$ cat config.mk
export PLATFORM = sky130hd
export DESIGN_NAME = btmx_ctrl
export DESIGN_NICKNAME = d
export VERILOG_FILES = /design/src/design/btmx_pkg.sv /design/src/design/btmx_ctrl.sv
export SDC_FILE = /design/constraint.sdc
export NUM_CORES = 1
export LEC_CHECK = 0
export ABC_AREA = 1
export BUFFER_PORTS_ARGS = -buffer_cell sky130_fd_sc_hd__buf_2
export CORE_UTILIZATION = 57
export DETAILED_ROUTE_END_ITERATION = 8
export GPL_ROUTABILITY_DRIVEN = 1
export PLACE_DENSITY = 0.81
export SYNTH_ARGS = -nofsm -noshare
export SYNTH_HDL_FRONTEND = slang
export SYNTH_SLANG_ARGS = --single-unit
$ cat constraint.sdc
create_clock -name clk -period 4.6 [get_ports clk]
set_input_delay 0.46 -clock clk [delete_from_list [all_inputs] [get_ports clk]]
set_output_delay 0.46 -clock clk [all_outputs]
set_load 0.01 [all_outputs]
$ cat src/design/btmx_pkg.sv
// Shared constants and the result record for the binary trie max-XOR block.
// No dependencies; used by the controller, the top level and the checker.
`timescale 1ns / 1ps
`default_nettype none

package btmx_pkg;

  localparam int VALUE_BITS_DEF = 32;
  localparam int MAX_VALUES_DEF = 1024;

  // Fixed stream field widths
  localparam int FIELD_W   = 32;
  localparam int IN_DATA_W = FIELD_W;
  localparam int OUT_DATA_W = 2 * FIELD_W;
  localparam int USER_W    = 1;

  typedef struct packed {
    logic [FIELD_W-1:0] best_xor;
    logic [FIELD_W-1:0] running_max;
    logic               pool_full;
  } btmx_result_t;

endpackage

`default_nettype wire

$ cat src/design/btmx_ctrl.sv
// Trie walker: insert walk, node allocation, max-XOR query walk, set maximum.
// Drives the node pool RAM; uses btmx_pkg for the result record.
`timescale 1ns / 1ps
`default_nettype none

module btmx_ctrl #(
  parameter int VALUE_BITS = 32,
  parameter int POOL_DEPTH = 32769,
  parameter int NODE_W     = 16,
  parameter int CNT_W      = 16
) (
  input  wire logic                           clk,
  input  wire logic                           rst,
  // request side
  input  wire logic                           in_valid,
  output logic                                in_ready,
  input  wire logic [btmx_pkg::FIELD_W-1:0]   in_value,
  input  wire logic                           in_new_set,
  // result side
  output logic                                res_valid,
  input  wire logic                           res_ready,
  output btmx_pkg::btmx_result_t              res,
  // node pool
  output logic                                mem_we,
  output logic [NODE_W-1:0]                   mem_waddr,
  output logic [2*NODE_W-1:0]                 mem_wdata,
  output logic                                mem_re,
  output logic [NODE_W-1:0]                   mem_raddr,
  input  wire logic [2*NODE_W-1:0]            mem_rdata
);

  localparam int PW = $clog2(VALUE_BITS + 1);
  localparam int EW = 2 * NODE_W;
  localparam logic [VALUE_BITS-1:0] TOP_BIT = VALUE_BITS'(1) << (VALUE_BITS - 1);

  typedef enum logic [3:0] {
    INIT, IDLE, WALK_START, WALK, LINK, ALLOC, QUERY_START, QUERY, FINISH
  } state_t;

  state_t                state;
  logic [VALUE_BITS-1:0] value;
  logic [VALUE_BITS-1:0] mask;
  logic [VALUE_BITS-1:0] best;
  logic [VALUE_BITS-1:0] set_max;
  logic [CNT_W-1:0]      nodes_used;
  logic [NODE_W-1:0]     node;
  logic [EW-1:0]         stop_entry;
  logic [PW-1:0]         pos;
  logic                  ok;

  logic                  cur_bit;
  logic                  nxt_bit;
  logic [NODE_W-1:0]     rd_zero;
  logic [NODE_W-1:0]     rd_one;
  logic [NODE_W-1:0]     own;
  logic [NODE_W-1:0]     other;
  logic [NODE_W-1:0]     qnext;
  logic [NODE_W-1:0]     fresh;
  logic [NODE_W-1:0]     fresh_next;
  logic [CNT_W:0]        need_sum;
  logic                  fits;
  logic                  last_level;
  logic [VALUE_BITS-1:0] max_next;

  always_comb begin
    cur_bit    = |(value & mask);
    nxt_bit    = |(value & (mask >> 1));
    rd_zero    = mem_rdata[NODE_W-1:0];
    rd_one     = mem_rdata[EW-1:NODE_W];
    own        = cur_bit ? rd_one : rd_zero;
    other      = cur_bit ? rd_zero : rd_one;
    qnext      = (other != '0) ? other : own;
    fresh      = nodes_used[NODE_W-1:0];
    fresh_next = NODE_W'(nodes_used + CNT_W'(1));
    // nodes that the rest of the path needs, checked against the pool size
    need_sum   = (CNT_W+1)'(nodes_used) + (CNT_W+1)'(pos);
    fits       = need_sum <= (CNT_W+1)'(POOL_DEPTH);
    last_level = pos == PW'(1);
    max_next   = (ok && best > set_max) ? best : set_max;
  end

  assign in_ready  = state == IDLE;
  assign res_valid = state == FINISH;
  always_comb begin
    res.best_xor    = btmx_pkg::FIELD_W'(best);
    res.running_max = btmx_pkg::FIELD_W'(max_next);
    res.pool_full   = ~ok;
  end

  // RAM port control
  always_comb begin
    mem_we    = 1'b0;
    mem_waddr = '0;
    mem_wdata = '0;
    mem_re    = 1'b0;
    mem_raddr = '0;
    unique case (state)
      INIT: begin
        mem_we = 1'b1;
      end
      IDLE: begin
        mem_we = in_valid && in_new_set;  // empty the root
      end
      WALK_START: begin
        mem_re = 1'b1;
      end
      WALK: begin
        mem_re    = (own != '0) && !last_level;
        mem_raddr = own;
      end
      LINK: begin
        mem_we    = 1'b1;
        mem_waddr = node;
        mem_wdata = cur_bit ? {fresh, stop_entry[NODE_W-1:0]}
                            : {stop_entry[EW-1:NODE_W], fresh};
      end
      ALLOC: begin
        mem_we    = 1'b1;
        mem_waddr = fresh;
        if (!last_level) begin
          mem_wdata = nxt_bit ? {fresh_next, NODE_W'(0)} : {NODE_W'(0), fresh_next};
        end
      end
      QUERY_START: begin
        mem_re = nodes_used > CNT_W'(1);
      end
      QUERY: begin
        mem_re    = (qnext != '0) && !last_level;
        mem_raddr = qnext;
      end
      FINISH: begin
      end
      default: begin
      end
    endcase
  end

  always_ff @(posedge clk) begin
    if (rst) begin
      state      <= INIT;
      nodes_used <= CNT_W'(1);
      set_max    <= '0;
      ok         <= 1'b0;
    end else begin
      unique case (state)
        INIT: begin
          state <= IDLE;
        end
        IDLE: begin
          if (in_valid) begin
            value <= in_value[VALUE_BITS-1:0];
            pos   <= PW'(VALUE_BITS);
            mask  <= TOP_BIT;
            node  <= '0;
            if (in_new_set) begin
              nodes_used <= CNT_W'(1);
              set_max    <= '0;
            end
            state <= WALK_START;
          end
        end
        WALK_START: begin
          state <= WALK;
        end
        WALK: begin
          if (own == '0) begin
            stop_entry <= mem_rdata;
            ok         <= fits;
            state      <= fits ? LINK : QUERY_START;
          end else if (last_level) begin
            ok    <= 1'b1;  // value already stored
            state <= QUERY_START;
          end else begin
            node <= own;
            pos  <= pos - PW'(1);
            mask <= mask >> 1;
          end
        end
        LINK: begin
          state <= ALLOC;
        end
        ALLOC: begin
          nodes_used <= nodes_used + CNT_W'(1);
          if (last_level) begin
            state <= QUERY_START;
          end else begin
            pos  <= pos - PW'(1);
            mask <= mask >> 1;
          end
        end
        QUERY_START: begin
          pos   <= PW'(VALUE_BITS);
          mask  <= TOP_BIT;
          best  <= '0;
          state <= (nodes_used > CNT_W'(1)) ? QUERY : FINISH;
        end
        QUERY: begin
          if (other != '0) begin
            best <= best | mask;
          end
          if (qnext == '0 || last_level) begin
            state <= FINISH;
          end else begin
            pos  <= pos - PW'(1);
            mask <= mask >> 1;
          end
        end
        FINISH: begin
          if (res_ready) begin
            set_max <= max_next;
            state   <= IDLE;
          end
        end
        default: begin
          state <= IDLE;
        end
      endcase
    end
  end

endmodule

`default_nettype wire

# == After elaboration in Yosys (flattened, before gate mapping) ==
# Index checks and enable logic that the tools add are counted.
# totals
ff_bits,203
inputBits,69
n_memories,0
ramBits,0
rom_bits,0
latch_bits,0
out_inout_bits,133
elab_cells,113
# op_classes
shift,0
magnitude_cmp,3
n_mux,45
bitwise,5
n_reduce_logical,30
div,0
add_sub_neg,3
n_eq_ne,17
n_mul,0
# ops
operator,n
32-bit two-way mux,12
32-bit case mux with 2 select lines,3
32-bit case mux with 5 select lines,1
16-bit two-way mux,8
16-bit case mux with 2 select lines,4
32-bit OR reduction,2
16-bit nonzero test,3
32-bit by 31-bit bitwise AND with 32-bit output,1
32-bit bitwise AND,1
32-bit greater-than comparator,1
16-bit zero test,2
32-bit OR,1
4-bit case mux with 8 select lines,1
6-bit case mux with 5 select lines,1
4-bit two-way mux,6
6-bit two-way mux,4
16-bit by 6-bit adder with 17-bit output,1
17-bit by 16-bit less-or-equal comparator with 1-bit output (second input constant),1
16-bit by 1-bit adder with 16-bit output (second input constant),1
4-bit by 3-bit == test with 1-bit output (second input constant),4
16-bit by 1-bit greater-than comparator with 1-bit output (second input constant),1
3-bit AND reduction,5
2-bit inequality test (second input constant),6
5-bit AND reduction,2
20 further kinds,31

# == Depth between registers and ports, before layout ==
# depth
depth_word,9
depth_mapped,23
depth_no_buf,21

# == Least setup slack after synthesis ==
# OpenSTA, ideal clock, no wires.
# synth_path
path_type,reg-to-reg
startpoint,reg mask[24]
endpoint,reg stop_entry[0] (enable)
required_ns,4.179
setup_time_ns,0.421
path_buffers,2
period_less_slack_ns,3.814
path_stages_with_launch,14
arrival_time_ns,3.393
setup_slack_ns,0.786
cell_sequence,edfxtp_1 -> nand2_1 -> nand2_1 -> nor2_1 -> nand2_1 -> nor2_4 -> nand2_4 -> buf_6 -> buf_2 -> o21ai_0 -> nand4_1 -> nor3b_2 -> nand2_1 -> nor2_1
# synth_between
elab_chain_cells,5
# synth_lines
element,line,rtl
start: declaration,btmx_ctrl.sv:42,logic [VALUE_BITS-1:0] mask;
start signal: assignment,btmx_ctrl.sv:176,mask <= mask >> 1;
start signal: assignment,btmx_ctrl.sv:188,mask <= mask >> 1;
start signal: assignment,btmx_ctrl.sv:205,mask <= mask >> 1;
32-bit bitwise AND,btmx_ctrl.sv:66,cur_bit = |(value & mask);
32-bit OR reduction,btmx_ctrl.sv:66,
16-bit two-way mux,btmx_ctrl.sv:70,own = cur_bit ? rd_one : rd_zero;
16-bit zero test,btmx_ctrl.sv:166,if (own == '0) begin
3-bit AND reduction (no line),-,
end signal: assignment,btmx_ctrl.sv:167,stop_entry <= mem_rdata;
end: declaration,btmx_ctrl.sv:47,logic [EW-1:0] stop_entry;
# Every way passes these cells.
# A chain may end at the register's enable or synchronous reset.

# == Final worst setup path ==
# layout_path
startpoint,reg mask[19]
endpoint,out mem_re
# layout_between
elab_chain_cells,8
word_cells_on_any_way,11
cone_classes,4 x mux; 1 x bitwise; 6 x reduce/logical
# layout_lines
element,line,rtl
32-bit bitwise AND (*),btmx_ctrl.sv:66,
32-bit OR reduction (*),btmx_ctrl.sv:66,
16-bit two-way mux,btmx_ctrl.sv:71,other = cur_bit ? rd_zero : rd_one;
16-bit nonzero test,btmx_ctrl.sv:72,qnext = (other != '0) ? other : own;
16-bit two-way mux,btmx_ctrl.sv:72,
16-bit nonzero test,btmx_ctrl.sv:128,mem_re = (qnext != '0) && !last_level;
1-bit logical AND,btmx_ctrl.sv:128,
1-bit case mux with 4 select lines (*),btmx_ctrl.sv:97,unique case (state)
end: declaration,btmx_ctrl.sv:27,"output logic mem_re,"
# Mark *: on every way between the ends. The rest lies on a longest branch, timed or not.

==> run metrics <==
router iterations before antenna repair=6; relative slew slack=0.453; Sum Neg Setup Slack=0 ns; worst-margin pin slew=0.820 ns; gr usage total=0.340; P per Cell Area=306 nW/um^2; first-pass GRT wire length=around 53 mm; vias per inst=5.75; Buffers on Ports=approximately 200; die area=20800 sq um; clock power share=0.410; Slowest cell on crit path=edfxtp_1; post-CTS setup buffer count=0; hold crit path type=primary input to register; Slew Limit Fails=0; Levels on crit path=20; vias in the first global route=just under 10000; DP Worst Slack=0.854 ns; Cell Area, Synth=11500 sq um; maximum number of pins on one net before global-route repair=72; cell taking the most area after synthesis=edfxtp_1; Critical Path Max Stage Delay=0.44 ns; worst vdd ir=0.000307 V; synth warn=0; core area=19700 sq um; crit path buf inv count=1; register bit total from synthesis=203; crit-path cells=nand2_1 -> nand2_1 -> nor2_1 -> nand2_1 -> nor2_4 -> nand2_4 -> nand2_1 -> nand2_1 -> nor2_1 -> nand2_1 -> nor2_4 -> nand3b_1 -> nand2_1 -> nor2_1 -> nand2_1 -> nor2_1 -> nand2_2 -> nor2_1 -> o21ai_0 -> buf_2; count leader, synth=nand2_1; DP Wirelength=26.4 mm; Comb power frac=0.087; critical path capture point type=primary output; sequential fraction of the synthesis area=0.484; post-CTS sizing=0; number of CTS-inserted buffers=22; post-route cell area=between 10000 and 15000 sq um; most frequent CP cell=nand2_1; top cells by area, synth=edfxtp_1 39%, nand2_1 11%, dfxtp_1 9.2%; CTS root buf=clkbuf_16; GRT overflow=0; Starting Density=0.585; Syn-to-layout area delta=16.7%; Syn Nets=around 1600; CP Data Required Time=approximately 4.1 ns; switching power total=approximately 1.0 mW; synthesized area per cell=8.00 sq um; Sink Count=203; fmax=approximately 230 MHz; Routed Antenna Nets=0; final net count=1732; Period minus WS final=4.28 ns; Most used DFF post-synth=edfxtp_1; Die Y=approximately 140 um; total of max-cap violations=0; Post-synth ARST share=0; htree depth=1; routed vias=10900; Worst R2R Path Depth=17; setup slack after layout=0.323 ns; Clock Pin Slew Worst Setup and Hold Paths=~0.060 ns; # rows=between 50 and 60; Power Internal=between 3 and 4 mW; worst-skew pair later-pin latency=0.53 ns; hold depth=1; ant diodes=0; Commonest cells post-synth=347 x nand2_1, 193 x inv_1, 172 x nor2_1; share of cells above drive strength 1=0.180; P_leak=5.89 nW; Synth cell types=45; Final setup viols=0; share of power burned in registers=0.503; CTS tree=yes; status=completed; clk buf depth=3; final hold violation count=0; WHS=0.0977 ns; Final Core Density=0.683; CP arrival=3.82 ns; EDFF count, synth=150; initial antenna violation count=0; top cell family by delay on the critical path=simple AND/OR/NAND/NOR gates; crit path launch type=register; I/O pin count=202; Switching Share=0.249; Avg WL per Cell=18.6 um; RSZ-0062 raised after global routing=no; Mapped Cells=1438; # hold bufs at CTS=0; Worst Path Max Fanout=71; Clock Skew=0.0274 ns; First DRT Iteration DRCs=1373; DRT Wirelength=35.3 mm; top-area cell type share of the netlist area=0.391; Remaining DRCs=0; period utilization=0.930; die width=between 100 and 150 um; placed inst area=12700 sq um; crit path kind=register to primary output; GPL Wtd Cong=slightly below 1
## path summary, 6_finish.rpt
path | end | start | slack, ns
worst min register to register | set_max[7]$_SDFFE_PP0P_ | set_max[7]$_SDFFE_PP0P_ | 0.48
worst max-delay path | mem_re | mask[19]$_SDFFCE_PP0P_ | 0.32
worst min-delay path | value[19]$_DFFE_PP_ | in_value[19] | 0.1
worst max register to register | mask[6]$_SDFFCE_PP0P_ | value[19]$_DFFE_PP_ | 0.73
## state kept, by name, indices dropped and copies added (netlist names)
name / cells
set_max: 32
fresh: 16
pos: 6
ok: 1
mask: 32
state: 4
value: 32
stop_entry: 32
best: 32
node: 16
## power by group through the flow
stage,combinational [mW],sequential (mW),clock (mW)
global placement,0.347,2.10,0
global route,0.389,2.07,1.77
floorplan,0.204,2.09,0
CTS,0.351,2.07,1.70
finish,0.358,2.07,1.68
detailed placement,0.349,2.10,0
## routing by layer
| layer | up-vias | part of all wire | global-route usage |
|---|---|---|---|
| li1 | 5150 | - | - |
| met1 | 4967 | 0.41 | 0.489 |
| met2 | 722 | 0.43 | 0.504 |
| met3 | 81 | 0.13 | 0.0765 |
| met4 | 0 | 0.030 | 0.113 |
| met5 | - | 0 | 0 |
## per-stage QoR
step	instances	total power, mW
floorplan	1438	2.30
global placement	1860	2.45
detailed placement	1860	2.45
CTS	1900	4.11
global route	1900	4.23
finish	1900	4.11
## layout by cell type (no fill, tap or decap), types with 3 or more instances in the layout
master | synthesis | layout
o21ai_1 | 5 | 5
nor3_1 | 6 | 6
nor2_2 | 0 | 4
clkbuf_1 | 47 | 8
xor2_1 | 8 | 8
clkbuf_8 | 0 | 3
nand3b_1 | 13 | 13
or2_2 | 8 | 8
inv_1 | 193 | 193
nand2_1 | 347 | 347
o211ai_1 | 3 | 3
nand4_1 | 14 | 14
buf_4 | 0 | 17
nor2_4 | 4 | 4
xnor2_1 | 3 | 3
nand3_1 | 44 | 43
dfxtp_1 | 53 | 53
mux2i_1 | 3 | 3
clkbuf_16 | 0 | 22
o22ai_1 | 32 | 32
a21oi_1 | 106 | 106
ha_1 | 43 | 43
o21ai_0 | 116 | 116
nor4_1 | 5 | 5
inv_2 | 3 | 3
nor2_1 | 172 | 168
edfxtp_1 | 150 | 150
a221oi_1 | 7 | 7
a31o_2 | 16 | 16
buf_2 | 6 | 201
## logic make-up (layout without fill, tap and decap cells)
group	Yosys count	after routing	share of synthesized area
mux	3	3	0.00261
simple gates	620	620	0.223
compound gates	299	299	0.145
xor+xnor	11	11	0.00837
flops	203	203	0.484
fa+ha+maj	44	44	0.0485
buf+inv	258	455	0.0881
## area by class of cell
type / instances / area [sq um]
clock buffer: 33 / 622
clock inverter: 7 / 65.1
multi-input combinational: 977 / 4950
tap: 265 / 332
fill: 1630 / 6230
timing repair buffer: 219 / 1150
sequential: 203 / 5570
inverter: 196 / 736
(Power assumes the default switching activity.)
